`config.mk`:
```
export PLATFORM = sky130hd
export DESIGN_NAME = positional_array_list
export DESIGN_NICKNAME = d
export VERILOG_FILES = /design/src/rtl/core/pal_pkg.sv /design/src/rtl/core/pal_ram.sv /design/src/rtl/core/positional_array_list.sv
export SDC_FILE = /design/constraint.sdc
export NUM_CORES = 2
export LEC_CHECK = 0
export BUFFER_PORTS_ARGS = -buffer_cell sky130_fd_sc_hd__buf_2
export CELL_PAD_IN_SITES_DETAIL_PLACEMENT = 0
export CELL_PAD_IN_SITES_GLOBAL_PLACEMENT = 2
export CORE_MARGIN = 2
export CORE_UTILIZATION = 50
export DETAILED_ROUTE_END_ITERATION = 16
export PLACE_DENSITY = 0.87
export SETUP_SLACK_MARGIN = 0.5
export SLEW_MARGIN = 25
export SYNTH_ARGS = -nofsm -noshare
export SYNTH_HDL_FRONTEND = slang
export SYNTH_SLANG_ARGS = --single-unit
```
`constraint.sdc`:
```
create_clock -name clk -period 9.8 [get_ports clk]
set_input_delay 0 -clock clk [delete_from_list [all_inputs] [get_ports clk]]
set_output_delay 0 -clock clk [all_outputs]
set_load 0.01 [all_outputs]
```
`src/rtl/core/pal_pkg.sv`:
```
package pal_pkg;

  // Default capacity of the list.
  localparam int MAX_ENTRIES_DEF = 64;

  // Field widths of the request and response items.
  localparam int OP_W    = 3;
  localparam int POS_W   = 7;
  localparam int DATA_W  = 32;
  localparam int STAT_W  = 3;
  localparam int FIDX_W  = 6;
  localparam int LEN_W   = 7;

  // Operation codes carried by a request item.
  typedef enum logic [OP_W-1:0] {
    OP_INSERT    = 3'd0,
    OP_DELETE    = 3'd1,
    OP_OVERWRITE = 3'd2,
    OP_READ      = 3'd3,
    OP_FIND      = 3'd4,
    OP_REMOVE    = 3'd5,
    OP_CLEAR     = 3'd6
  } op_t;

  // Status codes carried by a response item.
  typedef enum logic [STAT_W-1:0] {
    ST_OK       = 3'd0,
    ST_FULL     = 3'd1,
    ST_EMPTY    = 3'd2,
    ST_BADPOS   = 3'd3,
    ST_NOTFOUND = 3'd4
  } status_t;

  // Sequencer states.
  typedef enum logic [1:0] {
    S_IDLE,
    S_SCAN,
    S_RDWAIT,
    S_RESP
  } state_t;

  typedef struct packed {
    logic [OP_W-1:0]          op;
    logic [POS_W-1:0]         position;
    logic signed [DATA_W-1:0] value;
  } req_item_t;

  typedef struct packed {
    logic [STAT_W-1:0]        status;
    logic signed [DATA_W-1:0] read_value;
    logic [FIDX_W-1:0]        found_index;
    logic [LEN_W-1:0]         length;
  } rsp_item_t;

endpackage

```
`src/rtl/core/pal_ram.sv`:
```
module pal_ram #(
  parameter int WIDTH = 32,
  parameter int DEPTH = 64
) (
  input  logic                     clk,
  input  logic                     we,
  input  logic [$clog2(DEPTH)-1:0] waddr,
  input  logic [WIDTH-1:0]         wdata,
  input  logic [$clog2(DEPTH)-1:0] raddr,
  output logic [WIDTH-1:0]         rdata
);

  logic [WIDTH-1:0] mem [DEPTH];

  // One write port and one read port with registered read data.
  always_ff @(posedge clk) begin
    if (we) begin
      mem[waddr] <= wdata;
    end
    rdata <= mem[raddr];
  end

endmodule

```
`src/rtl/core/positional_array_list.sv`:
```
// Overwrite, clear, insert into an empty list and error cases go straight from the idle state
// to the response; read passes through the read-wait state first. A walk covers n entries,
// one entry per cycle: n is length - position for insert, length - position - 1 for delete
// and length for find and remove-all (find stops reading after its first match).
// Throughput: one item at a time; the next item is taken after the response leaves.
// Reset clears the length to zero and the control state; the entry memory is not cleared.
module positional_array_list import pal_pkg::*; #(
  parameter int MAX_ENTRIES = MAX_ENTRIES_DEF
) (
  input  logic      clk,
  input  logic      rst,
  input  logic      req_valid,
  output logic      req_ready,
  input  req_item_t req,
  output logic      rsp_valid,
  input  logic      rsp_ready,
  output rsp_item_t rsp
);

  localparam int AW = $clog2(MAX_ENTRIES);
  localparam int CW = $clog2(MAX_ENTRIES + 1);
  localparam int PW = (CW > POS_W) ? CW : POS_W;

  state_t                state, state_next;
  op_t                   op_q, op_q_next;
  logic [DATA_W-1:0]     val_q, val_q_next;
  logic [AW-1:0]         pos_q, pos_q_next;
  logic [CW-1:0]         count, count_next;
  logic [AW-1:0]         rd_ptr, rd_ptr_next;
  logic [CW-1:0]         left, left_next;
  logic                  pend, pend_next;
  logic [AW-1:0]         pend_idx, pend_idx_next;
  logic [CW-1:0]         w_ptr, w_ptr_next;
  logic                  hit, hit_next;
  status_t               st_q, st_q_next;
  logic [DATA_W-1:0]     rd_q, rd_q_next;
  logic [FIDX_W-1:0]     fidx_q, fidx_q_next;

  logic                  ram_we;
  logic [AW-1:0]         ram_waddr;
  logic [DATA_W-1:0]     ram_wdata;
  logic [AW-1:0]         ram_raddr;
  logic [DATA_W-1:0]     ram_rdata;

  logic [PW-1:0]         pos_e;
  logic [PW-1:0]         cnt_e;
  logic [AW-1:0]         pos_a;
  logic                  issue;
  logic                  match;

  pal_ram #(
    .WIDTH (DATA_W),
    .DEPTH (MAX_ENTRIES)
  ) u_ram (
    .clk   (clk),
    .we    (ram_we),
    .waddr (ram_waddr),
    .wdata (ram_wdata),
    .raddr (ram_raddr),
    .rdata (ram_rdata)
  );

  assign pos_e = PW'(req.position);
  assign cnt_e = PW'(count);
  assign pos_a = AW'(req.position);
  assign match = (ram_rdata == val_q);
  assign issue = (left != '0) && !((op_q == OP_FIND) && hit);

  // Handshake and response item.
  assign req_ready       = (state == S_IDLE);
  assign rsp_valid       = (state == S_RESP);
  assign rsp.status      = st_q;
  assign rsp.read_value  = rd_q;
  assign rsp.found_index = fidx_q;
  assign rsp.length      = LEN_W'(count);

  // State and control registers.
  always_ff @(posedge clk) begin
    if (rst) begin
      state <= S_IDLE;
      count <= '0;
      pend  <= 1'b0;
    end else begin
      state <= state_next;
      count <= count_next;
      pend  <= pend_next;
    end
  end

  // Working and result registers.
  always_ff @(posedge clk) begin
    op_q     <= op_q_next;
    val_q    <= val_q_next;
    pos_q    <= pos_q_next;
    rd_ptr   <= rd_ptr_next;
    left     <= left_next;
    pend_idx <= pend_idx_next;
    w_ptr    <= w_ptr_next;
    hit      <= hit_next;
    st_q     <= st_q_next;
    rd_q     <= rd_q_next;
    fidx_q   <= fidx_q_next;
  end

  // Sequencer: decodes an item and, for insert, delete, find and remove, walks the memory one entry per cycle.
  always_comb begin
    state_next    = state;
    op_q_next     = op_q;
    val_q_next    = val_q;
    pos_q_next    = pos_q;
    count_next    = count;
    rd_ptr_next   = rd_ptr;
    left_next     = left;
    pend_next     = 1'b0;
    pend_idx_next = pend_idx;
    w_ptr_next    = w_ptr;
    hit_next      = hit;
    st_q_next     = st_q;
    rd_q_next     = rd_q;
    fidx_q_next   = fidx_q;
    ram_we        = 1'b0;
    ram_waddr     = pos_q;
    ram_wdata     = val_q;
    ram_raddr     = rd_ptr;

    unique case (state)
      S_IDLE: begin
        if (req_valid) begin
          op_q_next   = op_t'(req.op);
          val_q_next  = req.value;
          st_q_next   = ST_OK;
          rd_q_next   = '0;
          fidx_q_next = '0;
          hit_next    = 1'b0;
          w_ptr_next  = '0;
          state_next  = S_RESP;
          case (op_t'(req.op))
            OP_INSERT: begin
              if (count == CW'(MAX_ENTRIES)) begin
                st_q_next = ST_FULL;
              end else if (count == '0) begin
                // An empty list always takes the item at slot zero.
                ram_we     = 1'b1;
                ram_waddr  = '0;
                ram_wdata  = req.value;
                count_next = CW'(1);
              end else if (pos_e <= cnt_e) begin
                pos_q_next  = pos_a;
                rd_ptr_next = AW'(count - CW'(1));
                left_next   = count - CW'(req.position);
                state_next  = S_SCAN;
              end else begin
                st_q_next = ST_BADPOS;
              end
            end
            OP_DELETE: begin
              if (count == '0) begin
                st_q_next = ST_EMPTY;
              end else if (pos_e < cnt_e) begin
                rd_ptr_next = pos_a + AW'(1);
                left_next   = count - CW'(req.position) - CW'(1);
                state_next  = S_SCAN;
              end else begin
                st_q_next = ST_BADPOS;
              end
            end
            OP_OVERWRITE: begin
              if (count == '0) begin
                st_q_next = ST_EMPTY;
              end else if (pos_e < cnt_e) begin
                ram_we    = 1'b1;
                ram_waddr = pos_a;
                ram_wdata = req.value;
              end else begin
                st_q_next = ST_BADPOS;
              end
            end
            OP_READ: begin
              if (count == '0) begin
                st_q_next = ST_EMPTY;
              end else if (pos_e < cnt_e) begin
                ram_raddr  = pos_a;
                state_next = S_RDWAIT;
              end else begin
                st_q_next = ST_BADPOS;
              end
            end
            OP_FIND: begin
              st_q_next   = ST_NOTFOUND;
              rd_ptr_next = '0;
              left_next   = count;
              state_next  = S_SCAN;
            end
            OP_REMOVE: begin
              rd_ptr_next = '0;
              left_next   = count;
              state_next  = S_SCAN;
            end
            OP_CLEAR: begin
              count_next = '0;
            end
            default: begin
              // Unused code: no change.
            end
          endcase
        end
      end

      S_SCAN: begin
        // Issue the next read of the walk.
        if (issue) begin
          ram_raddr     = rd_ptr;
          pend_next     = 1'b1;
          pend_idx_next = rd_ptr;
          left_next     = left - CW'(1);
          if (op_q == OP_INSERT) begin
            rd_ptr_next = rd_ptr - AW'(1);
          end else begin
            rd_ptr_next = rd_ptr + AW'(1);
          end
        end

        // Consume the data read in the previous cycle.
        if (pend) begin
          case (op_q)
            OP_INSERT: begin
              ram_we    = 1'b1;
              ram_waddr = pend_idx + AW'(1);
              ram_wdata = ram_rdata;
            end
            OP_DELETE: begin
              ram_we    = 1'b1;
              ram_waddr = pend_idx - AW'(1);
              ram_wdata = ram_rdata;
            end
            OP_FIND: begin
              if (match && !hit) begin
                hit_next    = 1'b1;
                st_q_next   = ST_OK;
                fidx_q_next = FIDX_W'(pend_idx);
              end
            end
            OP_REMOVE: begin
              if (!match) begin
                ram_we     = 1'b1;
                ram_waddr  = AW'(w_ptr);
                ram_wdata  = ram_rdata;
                w_ptr_next = w_ptr + CW'(1);
              end
            end
            default: begin
            end
          endcase
        end

        // Walk done: finish the operation.
        if (!issue && !pend) begin
          state_next = S_RESP;
          case (op_q)
            OP_INSERT: begin
              ram_we     = 1'b1;
              ram_waddr  = pos_q;
              ram_wdata  = val_q;
              count_next = count + CW'(1);
            end
            OP_DELETE: begin
              count_next = count - CW'(1);
            end
            OP_REMOVE: begin
              count_next = w_ptr;
            end
            default: begin
            end
          endcase
        end
      end

      S_RDWAIT: begin
        rd_q_next  = ram_rdata;
        state_next = S_RESP;
      end

      S_RESP: begin
        if (rsp_ready) begin
          state_next = S_IDLE;
        end
      end

      default: begin
        state_next = S_IDLE;
      end
    endcase
  end

endmodule
```
## Yosys cells after proc, flatten, opt, wreduce, memory -nomap -nowiden

Memory sizes are Yosys's and may differ from the RTL's. A register that Yosys moved wholly into a read port is not among the register bits.
Index checks and enable logic that the tools add are counted.

- Register bits: 119
- RAM bits: 2048
- Input bits: 46
- Output and inout bits: 50
- Logic and storage cells: 201
- Memories kept: 1

Memory list:

| name | depth | width | rd ports | clocked after memory_dff | wr ports | line | source |
|---|---|---|---|---|---|---|---|
| u_ram.mem | 64 | 32 | 1 | 1 | 1 | pal_ram.sv:13 | `logic [WIDTH-1:0] mem [DEPTH];` |

- Add/subtract/negate cells: 11
- $lt $le $gt $ge: 2
- Eq/ne operators: 32
- Muxes and demuxes: 110
- Bitwise operators: 3
- Reduce and logical (&&, ||, !) cells: 28

Operators with widths:

| cell | count |
|---|---|
| 32-bit two-way mux | 10 |
| 32-bit one-hot mux with 2 select lines | 4 |
| 6-bit two-way mux | 26 |
| 7-bit two-way mux | 15 |
| 7-bit one-hot mux with 2 select lines | 4 |
| 6-bit one-hot mux with 2 select lines | 4 |
| 7-bit one-hot mux with 3 select lines | 2 |
| 6-bit one-hot mux with 3 select lines | 2 |
| 32-bit equality test | 1 |
| 2-bit two-way mux | 12 |
| 7-bit by 1-bit subtractor with 7-bit output (second input constant) | 3 |
| 6-bit by 1-bit adder with 6-bit output (second input constant) | 3 |
| 1-bit two-way mux | 18 |
| 3-bit != test (second input constant) | 6 |
| 2-bit one-hot mux with 4 select lines | 2 |
| 3-bit equality test (second input constant) | 5 |
| 3-bit two-way mux | 5 |
| 7-bit by 1-bit adder with 7-bit output (second input constant) | 2 |
| 2-bit != test (second input constant) | 7 |
| 6-bit by 1-bit subtractor with 6-bit output (second input constant) | 2 |
| 5-bit AND reduction | 2 |
| 3-bit one-hot mux with 3 select lines | 1 |
| 9-bit AND reduction | 1 |
| 4-bit by 2-bit != test with 1-bit output (second input constant) | 2 |
| other kinds (26) | 47 |

## Longest topological paths before layout

- Word-level depth: 10
- Gate-level depth with buffers: 19

## Hierarchy

Synthesis repeated with hierarchy kept, for this count alone.

- Cell total of the unflattened synthesis: 4296
- Area, all modules: 86970.9 um2

By module, submodules not included:

| module | instances | cells an instance | area each (um2) |
|---|---|---|---|
| pal_ram | 1 | 3511 | 79039.6 |
| positional_array_list | 1 | 785 | 7931.4 |

## Worst setup path after synthesis

No wires, ideal clock.

- Path type: register -> register
- Start point: register count[0], in the netlist cnt_e[0]
- End point: memory u_ram.mem[0][0], data pin
- Data arrival time: 4.201 ns
- Data required time: 9.233 ns
- Setup slack: 5.032 ns
- Cell stages (with the launch flop): 14
- Buffers on the path: 4
- Clock period less this slack: 4.768 ns
- Path through: dfxtp_1 clkbuf_1 inv_1 ha_1 nand3b_1 nand2_2 a21o_1 buf_6 nand4_1 a211o_1 clkbuf_1 buf_1 mux2i_1 o221ai_1

- Word-level cells in the longest chain between the ends: 6
- Elaborated cells on any way between the ends: 10

RTL lines:

| item | line | source |
|---|---|---|
| start, declared | positional_array_list.sv:28 | `logic [CW-1:0] count, count_next;` |
| start signal, assigned | positional_array_list.sv:85 | `count <= count_next;` |
| 7-bit < comparator / 7-bit zero test (equally long branches) | positional_array_list.sv:170, positional_array_list.sv:141, positional_array_list.sv:168 |  |
| 32-bit two-way mux (on tied branches) | positional_array_list.sv:170, positional_array_list.sv:141 |  |
| 32-bit two-way mux (on tied branches) | positional_array_list.sv:168, positional_array_list.sv:139 |  |
| 32-bit one-hot mux with 2 select lines (*) | positional_array_list.sv:137 | `case (op_t'(req.op))` |
| 32-bit two-way mux (*) | positional_array_list.sv:128 | `if (req_valid) begin` |
| 32-bit one-hot mux with 2 select lines (*) | positional_array_list.sv:126 | `unique case (state)` |
| via ram_wdata[0] | positional_array_list.sv:41 | `logic [DATA_W-1:0] ram_wdata;` |
| end, declared | pal_ram.sv:13 |  |

The timed path passes the listed nets; every way through them passes the cells marked *.

## Final worst setup path

- Start point: register count[4], in the netlist cnt_e[4]
- End point: register u_ram.rdata[10], read port of u_ram.mem

- Word-level cells in the longest chain between the ends: 6
- Elaborated cells on any way between the ends: 7

RTL lines:

| item | line | source |
|---|---|---|
| 7-bit < comparator | positional_array_list.sv:181 | `end else if (pos_e < cnt_e) begin` |
| 6-bit two-way mux | positional_array_list.sv:181 |  |
| 6-bit two-way mux (*) | positional_array_list.sv:179 | `if (count == '0) begin` |
| 6-bit two-way mux (*) | positional_array_list.sv:137 |  |
| 6-bit two-way mux (*) | positional_array_list.sv:128 |  |
| 6-bit two-way mux (*) | - |  |
| end, declared | pal_ram.sv:10 | `output logic [WIDTH-1:0] rdata` |

Mark *: on every way between the ends. The rest lies on a longest branch, timed or not.
A chain may end at the register's enable or synchronous reset.

==> results.json <==
{
  "yosys_warnings": 0,
  "ff2ff_setup_slack_ns": 4.05,
  "synth_cell_types": 77,
  "cts_tree": "yes",
  "setup_violations": 0,
  "grt.total_usage_pct": 28.61,
  "max_stage_delay_ns": 0.80,
  "use_met3_pct": 5.452,
  "final_cells": 8819,
  "rr_startpoint": "cnt_e[4]",
  "grt_overflow": 0,
  "dr.pass1.iters": 7,
  "yosys_register_bits": 2199,
  "critical-path-top-delay-family": "simple AND/OR/NAND/NOR gates",
  "grt_pass1_wl_um": 368900,
  "insertion_delay_ns": 0.90,
  "die_area_um2": 177900,
  "critPathKind": "register to register",
  "synth_top_area_share_pct": 74.23,
  "final_nets": 6374,
  "maxSlewHeadroom_pct": 26.20,
  "tns_ns": 0,
  "synth.most_common_cell": "edfxtp_1",
  "critPathRequiredTime_ns": 10.50,
  "rsz0062_at_grt": "no",
  "final-hold-violation-count": 0,
  "ys_dominant_reg_cell": "edfxtp_1",
  "rr_worst_depth": 12,
  "clock_path_buffers": 3,
  "rows": 153,
  "ys_top_cells_by_count": "edfxtp_1, nand2_1, mux2i_1",
  "cp_data_arrival_time_ns": 6.46,
  "grt.met2_usage_pct": 44.25,
  "power_leakage_nw": 33.76,
  "synthesis.nets": 6169,
  "path_common_cell": "o21ai_0",
  "synth_area_leaders": "edfxtp_1, nand2_1, mux2i_1",
  "ios": 96,
  "crit_path_end_kind": "register",
  "min_to": "pos_q[5]",
  "antenna_found_initial": 19,
  "post_route_cells_drive_above_1_share_pct": 11.24,
  "cp.buffers_inverters": 1,
  "numCtsBuffers": 217,
  "cp_cell_sequence": "ha_1, and4_2, nand4_4, nand3_2, o21ai_2, and2_4, buf_12, mux2i_1, o22ai_1, o21ai_0, o21ai_0, or4_1",
  "min_period_over_period_pct": 58.69,
  "synth_area_um2": 87260,
  "tightest_slew_ns": 1.095,
  "gp_congestion": 0.9030,
  "crit_slowest_cell": "or4_1",
  "drv_slew": 0,
  "h-tree-depth": 4,
  "clkTransAtPathRegs_ns": 0.07,
  "drt_iter0_markers": 8016,
  "dieHeight_um": 421.8,
  "placed_cells": 8312,
  "syn_inst": 6097,
  "floorplan.initialDensity_pct": 50.26,
  "hold_path_depth": 2,
  "crit_fanout": 100,
  "fin_skew_ns": 0.07588,
  "grt_util_met1_pct": 40.17,
  "hpwl_um": 150800,
  "coreArea_um2": 173600,
  "vias": 54268,
  "holdCritPathClass": "input pin to register",
  "wl_per_cell_um": 29.43,
  "area_delta_synth_final_pct": 14.33,
  "cts_setup_buffers": 0,
  "synth_area_leader_cell": "edfxtp_1",
  "drtAntennaViolNets": 0,
  "grt_max_degree": 132,
  "synth-edff-count": 2157,
  "drc": 0,
  "fin_crit_ns": 5.751,
  "io_buffers": 95,
  "ys_seq_area_share_pct": 75.19,
  "ir_worst_vdd_mv": 0.2610,
  "async_flop_share_pct": 0,
  "finalWirelength_um": 259600,
  "fmax_ghz": 0.1739,
  "maxCapViolCount": 0,
  "top_usage_layer": "met2",
  "status": "finished, final reports clean",
  "cts-root-buf": "clkbuf_16",
  "avgViaCountPerCell": 6.154,
  "p_per_area_nw_per_um2": 295.1,
  "rr_endpoint": "u_ram.rdata[10]",
  "worstHoldStart": "req[37]",
  "die_x_um": 421.8,
  "cp-start-kind": "register",
  "synth_area_per_cell_um2": 14.31,
  "cts_sinks": 2199,
  "first_global_vias": 51137
}
## metal layers
layer	part of all wire [%]	wire length, um	up-vias
li1	-	-	23473
met1	40	104500	27568
met2	46	119600	2777
met3	9.3	24010	444
met4	4.4	11380	6
met5	0.013	34	-
## state kept, by name, indices dropped and copies added (netlist names), 7 cells and up
register     flops
u_ram.mem     2048
rd_q            32
u_ram.rdata     32
val_q           32
cnt_e            7
left             7
w_ptr            7
## cell usage in the layout (no fill, tap or decap), types with 33 or more instances in the layout
cell           synthesis  layout
nor2_1               129      65
mux2i_1              396     396
o21ai_0              107      96
a21oi_1              246     244
xnor2_1               55      55
dlygate4sd3_1          0      81
buf_12                 0      33
a31oi_1               96      95
edfxtp_1            2157    2157
clkbuf_16              0     218
dfxtp_1               42      42
buf_2                137      95
clkinv_1               0      51
buf_4                 32     110
nand2_1             1330    1325
nand4_1               92      92
nor2_4                 0      64
a222oi_1              40      40
nor4_1                52      48
nand3_1              362     361
inv_1                 63      33
and2_1                43      41
o21ai_1               27      36
o22ai_1              181     179
clkbuf_1             148      53
clkinv_2               0      54
## logic make-up after synthesis
group / after synthesis / synth area share [%]
compound gates: 847 / 6.137
xor+xnor: 72 / 0.7227
fa+ha+maj: 26 / 0.3900
buf+inv: 426 / 2.304
flops: 2199 / 75.19
mux: 410 / 4.723
simple gates: 2117 / 10.53
## worst max path at each step
stage | slack [ns] | depth (start not counted) | end | startpoint
floorplan | 5.03 | 13 | u_ram.mem[0][0] | cnt_e[0]
finish | 4.05 | 12 | u_ram.rdata[10] | cnt_e[4]
global route | 3.93 | 14 | u_ram.mem[40][18] | cnt_e[0]
CTS | 4.08 | 14 | u_ram.mem[43][26] | cnt_e[0]
detailed placement | 4.13 | 10 | u_ram.mem[43][29] | u_ram.rdata[8]
global placement | 4.12 | 9 | u_ram.mem[25][15] | u_ram.rdata[8]
## cell type report
| type | count | area (um2) |
|---|---|---|
| Antenna cell | 7 | 17.52 |
| Clock buffer | 272 | 5668 |
| Clock inverter | 132 | 1370 |
| Fill cell | 13434 | 73870 |
| Inverter | 64 | 256.5 |
| Multi-Input combinational cell | 3472 | 20380 |
| Sequential cell | 2199 | 65610 |
| Tap cell | 2325 | 2909 |
| Timing Repair Buffer | 348 | 3546 |
## per-stage QoR
stage	power [mW]	area, um2	util, %	worst slack [ns]	hold slack, ns
after floorplan	17.13	87260	-	5.032	0.09887
after global placement	21.11	90770	52.28	4.115	0.2088
after detailed placement	21.25	91520	52.71	4.128	0.2041
after CTS	29.37	99370	57.23	4.082	0.007656
after global routing	30.25	99750	57.45	3.934	0.06494
final	29.44	99760	57.46	4.049	0.05633
## timing repair
| item | CTS | global route |
|---|---|---|
| setup endpoints to repair | 0 | 0 |
| hold buffers | 81 | 0 |
| gates resized for setup | 0 | 0 |
| endpoints found under the hold margin | 115 | 0 |
## where the power goes
group          leakage [nW]  switching (mW)  internal [mW]
logic                  10.5            6.89           2.06
registers              19.8           0.249           12.0
clock network          3.41            3.59           4.59
total                  33.8            10.7           18.7
## worst register-to-register path, stage by stage, from the launching register on
cell,delay [ns]
dfxtp_1,0.57
ha_1,0.37
and4_2,0.30
nand4_4,0.14
nand3_2,0.17
o21ai_2,0.24
and2_4,0.70
buf_12,0.63
mux2i_1,0.48
o22ai_1,0.20
o21ai_0,0.44
o21ai_0,0.53
or4_1,0.80
(Power assumes the default switching activity.)
